## src/hdl/kcr_ram.sv

```systemverilog
// kcr_ram: generic single-write, single-read synchronous ram, registered read
// no dependencies
module kcr_ram #(
   parameter int WIDTH = 8,
   parameter int DEPTH = 16
) (
   input  logic                                     clock,
   input  logic                                     we,
   input  logic [((DEPTH > 1) ? $clog2(DEPTH) : 1)-1:0] waddr,
   input  logic [WIDTH-1:0]                         wdata,
   input  logic                                     re,
   input  logic [((DEPTH > 1) ? $clog2(DEPTH) : 1)-1:0] raddr,
   output logic [WIDTH-1:0]                         rdata
);

   logic [WIDTH-1:0] mem_ff [DEPTH];
   logic [WIDTH-1:0] rdata_ff;

   // write port
   always_ff @(posedge clock) begin
      if (we) begin
         mem_ff[waddr] <= wdata;
      end
   end

   // registered read port
   always_ff @(posedge clock) begin
      if (re) begin
         rdata_ff <= mem_ff[raddr];
      end
   end

   assign rdata = rdata_ff;

endmodule

```

## config.mk

```make
export PLATFORM = sky130hd
export DESIGN_NAME = kcr_ram
export DESIGN_NICKNAME = d
export VERILOG_FILES = /design/src/hdl/kcr_ram.sv
export SDC_FILE = /design/constraint.sdc
export NUM_CORES = 1
export LEC_CHECK = 0
export ABC_CLOCK_PERIOD_IN_PS = 3100
export BUFFER_PORTS_ARGS = -buffer_cell sky130_fd_sc_hd__buf_2
export CORE_MARGIN = 2
export CORE_UTILIZATION = 40
export CTS_BUF_LIST = sky130_fd_sc_hd__clkbuf_16
export CTS_CLUSTER_DIAMETER = 200
export CTS_CLUSTER_SIZE = 16
export DETAILED_ROUTE_END_ITERATION = 16
export PLACE_DENSITY_LB_ADDON = 0.1
export SKIP_LAST_GASP = 1
export SYNTH_ARGS = -nofsm -noshare
export SYNTH_HDL_FRONTEND = slang
export SYNTH_SLANG_ARGS = --single-unit
```

## constraint.sdc

```tcl
create_clock -name clock -period 3.1 [get_ports clock]
set_clock_uncertainty 0.2 [all_clocks]
set_input_delay 0.62 -clock clock [delete_from_list [all_inputs] [get_ports clock]]
set_output_delay 0.62 -clock clock [all_outputs]
set_load 0.005 [all_outputs]
```

* Word level (Yosys, flattened, before mapping) *
Memories as Yosys holds them, arrays and structs flattened. A register that Yosys moved wholly into a read port is not among the register bits.
Cells that the tools add are included.

storage, ports and cells
  RAM bits = 128
  memories kept = 1
  input bits = 19
  output and inout bits = 8
  register bits = 0
  logic and storage cells = 3

memory list
  name    depth  width  read ports  clocked after memory_dff  write ports  line  RTL
  mem_ff  16     8      1           1                         1            16    logic [WIDTH-1:0] mem_ff [DEPTH];

operators by class
  multiplexer cells = 2

operator list
  cell               count
  two-way mux 1 bit  2

* Longest topological paths before layout *
Gate-level depths: netlist of run 1.

  word-level depth = 2
  depth in mapped cells = 5
  depth with buffers taken out = 3

* Worst setup path before layout of run 1 *
OpenSTA, ideal clock, no wires.

  path type = in2reg
  from = input waddr[2] in the netlist's numbering
  to = memory mem_ff[0][0] (enable)
  setup time = 0.383 ns
  path buffers = 0
  required time = 2.517 ns
  stages on the path = 2
  data arrival time = 1.730 ns
  path slack = 0.787 ns
  cell sequence = or3b_2 -> nor3_1

RTL lines
  item                line  RTL
  start: declaration  9     input logic [((DEPTH > 1) ? $clog2(DEPTH) : 1)-1:0] waddr,
  end: declaration    16

No word-level cell before the write port.

==> reports/metrics.yaml, run 1 <==
outcome: "finished, final reports clean"
cts-root-buf: "clkbuf_16"
drv_slew: 0
hold_path_depth: 1
yosys_warnings: 0
synth-edff-count: 136
clk_latency_ps: 420
hp-class: "in -> reg"
cp.arrival_ps: 2010
post_cts_resized: 0
min_to: "rdata[1]"
yosysTopAreaCell: "edfxtp_1"
grt_usage: 0.168
io_buffers: 26
tns_ps: 0
cts_made_buffers: 17
via_count: 2458
r2r_end: "rdata[0]"
via_per_inst: 5.24
synthTopCellsByCount: "edfxtp_1, mux4_2, a22oi_1"
finalCritPeriodShare: 0.662
core-area_mm2: 0.0127
top_level_ports: 27
synth_cell_types: 18
setup_ws_ps: 1050
drt_iter0_markers: 217
worstSetupPathType: "in -> reg"
row_count: 41
preCtsSetupSlack_ps: 569
crit_fanout: 17
ys_seq_area_frac: 0.781
ir_drop_uv: 356
die_area_mm2: 0.0140
wl_per_cell_um: 23.0
grt_pass1_wl_um: 16400
reg2reg_from: "mem_ff[2][0]"
crit_start: "raddr[0]"
synthTopCellsByArea: "edfxtp_1, mux4_2, mux4_1, a22oi_1, nor2_1"
p_per_area_mw_per_mm2: 671
yosysMostFrequentCell: "edfxtp_1"
start_util: 0.413
avgSynthCellArea_um2: 22.8
h-tree-depth: 4
drive_above_1_share: 0.318
worstHoldStart: "re"
rsz0062_at_grt: "no"
cts_tree: "done"
post-route-drc-count: 0
grt_pass1_vias: 2535
critPathLaunchType: "primary input"
syn_area_mm2: 0.00523
antenna_left: 0
p_leak_nw: 2.09
clock_path_buffers: 2
cts.clk_slew.worst_paths_ps: 60
place_congestion: 0.713
synth_nets: 248
grt-ovfl-total: 0
die_x_um: 118
hold_buffers: 0
synth_top_flop_cell: "edfxtp_1"
first_pass_iters: 4
setup_viol: 0
synth.top_cell.area_share: 0.781
fmax_ghz: 0.487
postCtsSetupBuffers: 0
ys_seq_elements: 136
synthCells: 229
worst_slew_pin_slew_ps: 830
crit_required_ps: 3060
nets: 302
grt_max_degree: 20
synthToLayoutAreaGrowth_pct: 19.0
final_hold_viol_count: 0
wirelength_um: 10800
relSlewSlack: 0.444
rr_worst_depth: 3
dp_cells: 436
ff2ff_setup_slack_ps: 1370
place_hpwl_um: 6850
fin_cells: 469
fin_util: 0.491
end_kind: "register"
max_cap_viol_count: 0
die_h_um: 118
cts_sinks: 136
synthArstFlopShare: 0
antenna_found_initial: 1
period_minus_slack_ps: 2050
[worst max-delay path, cell delays in order]
cell and delay [ps]:
buf_2 180, buf_12 210, mux4_1 580, a22oi_1 310, nand2_1 110
[cell type report]
type                       count  area, µm²
fill                        1047       6450
clock buffer                  17        425
timing repair buffer          45        298
tap                          172        215
sequential                   136       4080
antenna                        1       2.50
multi-input combinational     83       1060
clock inverter                15        136
[metal layers]
layer  vias to the layer above  track usage  routed length (µm)
li1                       1089            -                   -
met1                      1299        0.225                5010
met2                        51        0.255                5170
met3                        19       0.0502                 417
met4                         0       0.0723                 203
met5                         -            0                   0
[per-stage QoR]
stage	cell area, µm²	hold slack, ps	total power, W
2_1_floorplan	5230	505	0.00222
3_5_place_dp	5650	534	0.00232
5_1_grt	6220	368	0.00430
4_1_cts	6220	365	0.00422
3_3_place_gp	5650	536	0.00231
6_report	6220	378	0.00417
[cells in the final DEF (no fill, tap or decap)]
cell type and count:
nand2b_1 2, nand2_1 9, buf_2 26, nor2b_1 1, nor3_1 4, nor2_1 13
nand3_1 1, or3b_2 1, clkinv_4 1, buf_12 2, mux4_2 18, mux4_1 14
edfxtp_1 136, nand3b_1 2, and2_1 1, and2b_1 1, diode_2 1, a22oi_1 16
bufinv_16 2, clkinv_1 2, buf_4 17, clkinv_2 6, clkbuf_16 17, clkinvlp_4 4
[worst max-delay path by stage]
stage,end,cells after the start
final,rdata[0],5
after detailed placement,rdata[0],5
after floorplan,mem_ff[0][0],2
after CTS,rdata[0],5
after global routing,rdata[0],5
after global placement,rdata[0],5
[state kept, by name, summed over array words and instances (netlist names)]
register  count
rdata         8
mem_ff      128
[logic make-up (layout without fill, tap and decap cells)]
logic type / Yosys count / count (layout) / synth area share
mux: 32 / 32 / 0.148
flops: 136 / 136 / 0.781
simple gates: 35 / 35 / 0.0314
compound gates: 16 / 16 / 0.0230
buf+inv: 10 / 77 / 0.0165
other cells: 0 / 1 / 0
[where the power goes]
group,leakage [nW],internal (W),switching (W)
registers,1.24,0.00207,0.0000122
clock network,0.269,0.00117,0.000731
logic,0.583,0.0000806,0.000109
Power figures use the tool's default switching activity.
==> inputs of run 2 (changes only) <==
- ABC_AREA: default -> 1
- ABC_CLOCK_PERIOD_IN_PS: 3100 -> 2100
- clock period: 3.1 -> 2.1 ns (I/O delays scaled with it)
==> reports/metrics.yaml, run 2 <==
outcome: "finished, final reports clean"
ff2ff_setup_slack_ps: 760
cts_tree: "done"
final_cell_mix: "nand2_1, edfxtp_1, inv_1"
syn_area_mm2: 0.00585
cts-root-buf: "clkbuf_16"
top_level_ports: 27
cp_cell_sequence: "buf_2"
hold_buffers: 0
rr_worst_depth: 6
p_sw_w: 0.00135
rsz0062_at_grt: "no"
crit_end: "rdata[3]"
final_common_cell: "nand2_1"
relSlewSlack: 0.565
cts_made_buffers: 17
synthArstFlopShare: 0
dp_cells: 767
max_cap_viol_count: 0
clock_path_buffers: 2
n_fill_cell: 1364
grt_max_degree: 49
via_count: 3811
via_per_inst: 4.77
p_leak_nw: 3.01
ir_drop_uv: 552
place_congestion: 0.769
finalCritPeriodShare: 0.776
cts.clk_slew.worst_paths_ps: 60
largest_register: "mem_ff"
grt_usage: 0.194
grt-ovfl-total: 0
period_minus_slack_ps: 1630
core-area_mm2: 0.0144
end_kind: "output port"
seq_area_mm2: 0.00408
die_area_mm2: 0.0156
drv_slew: 0
postCtsSetupBuffers: 0
h-tree-depth: 4
row_count: 44
grt_pass1_vias: 3701
cp_num_cells: 1
synthCells: 551
fin_cells: 799
combPwrFrac: 0.060
crit_required_ps: 1480
worstSetupPathType: "reg -> out"
r2r_end: "rdata[2]"
post-route-drc-count: 0
power_frac_clock: 0.465
slowest_delay_ps: 430
final_hold_viol_count: 0
synth.top_cell.area_share: 0.698
cp.arrival_ps: 1010
start_util: 0.405
synthToLayoutAreaGrowth_pct: 18.0
wl_per_cell_um: 17.9
hp-class: "in -> reg"
p_int_w: 0.00512
yosys_warnings: 0
io_buffers: 26
synthTopCellsByArea: "edfxtp_1, nand2_1, nand3_1, inv_1, buf_6"
die_x_um: 125
crit_buf_inv: 1
drive_above_1_share: 0.137
reg2reg_from: "mem_ff[5][2]"
synth-edff-count: 136
synth_cell_types: 11
ys_seq_area_frac: 0.698
place_hpwl_um: 9090
ys_seq_elements: 136
fin_util: 0.478
yosysTopAreaCell: "edfxtp_1"
clk_latency_ps: 420
avgSynthCellArea_um2: 10.6
wirelength_um: 14300
multiInputGateArea_mm2: 0.00121
slowest_stage: "edfxtp_1"
critPathLaunchType: "register"
cts_sinks: 136
preCtsSetupSlack_ps: 147
p_per_area_mw_per_mm2: 939
grt_pass1_wl_um: 22200
holdWs_ps: 174
pwr-share-seq: 0.475
path_delay_family: "flip-flops"
num_antenna_cells: 0
die_h_um: 125
crit_fanout: 1
largest_reg_flops: 128
synth_nets: 570
drt_iter0_markers: 322
setup_ws_ps: 470
post_cts_resized: 0
tns_ps: 0
fmax_ghz: 0.613
synth_top_flop_cell: "edfxtp_1"
yosysMostFrequentCell: "nand2_1"
antenna_found_initial: 0
setup_viol: 0
nets: 621
antenna_left: 0
crit_start: "rdata[3]"
synthTopCellsByCount: "nand2_1, edfxtp_1, inv_1"
worst_slew_pin_slew_ps: 652
sw_frac_of_total: 0.209
first_pass_iters: 6
[run 2: power by group through the flow]
stage | Sequential (W) | Clock, W | Combinational, W
finish | 0.00308 | 0.00301 | 0.000386
CTS | 0.00308 | 0.00305 | 0.000394
global placement | 0.00313 | 0 | 0.000394
floorplan | 0.00313 | 0 | 0.000214
global route | 0.00308 | 0.00318 | 0.000432
detailed placement | 0.00313 | 0 | 0.000393
[run 2: kinds of logic (layout without fill, tap and decap cells)]
family                 after synthesis  count (layout)  share of synthesized area
AND/OR/NAND/NOR                    289             289                      0.208
flip-flops                         136             136                      0.698
buffers and inverters              126             190                     0.0939
[run 2: final cells by class]
class | instances | area share
clock buffers | 17 | 0.0617
well taps | 184 | 0.0334
inverters | 102 | 0.0555
repair buffers | 56 | 0.0570
flip-flops and latches | 136 | 0.592
clock inverters | 15 | 0.0243
multi-input cells | 289 | 0.176
[run 2: how the worst min path moves through the flow]
stage / startpoint / to / slack, ps / depth (start not counted)
after floorplan: wdata[0] / mem_ff[0][0] / 320 / 0
after global placement: mem_ff[8][0] / rdata[0] / 550 / 6
after detailed placement: mem_ff[15][4] / rdata[4] / 560 / 6
after CTS: re / rdata[1] / 160 / 1
after global routing: re / rdata[5] / 160 / 1
final: re / rdata[3] / 170 / 1
[run 2: routing by layer]
layer / GRT usage / wire (µm) / part of all wire / up-vias
met5: 0 / 0 / 0 / -
met4: 0.0660 / 200 / 0.014 / 0
met3: 0.0417 / 637 / 0.044 / 16
met2: 0.301 / 6840 / 0.48 / 111
met1: 0.272 / 6650 / 0.46 / 1804
li1: - / - / - / 1880
[run 2: through the flow]
| step | cell area (µm²) | power, W |
|---|---|---|
| global placement | 6300 | 0.00353 |
| floorplan | 5850 | 0.00334 |
| detailed placement | 6300 | 0.00353 |
| finish | 6900 | 0.00648 |
| CTS | 6900 | 0.00652 |
| global route | 6900 | 0.00669 |
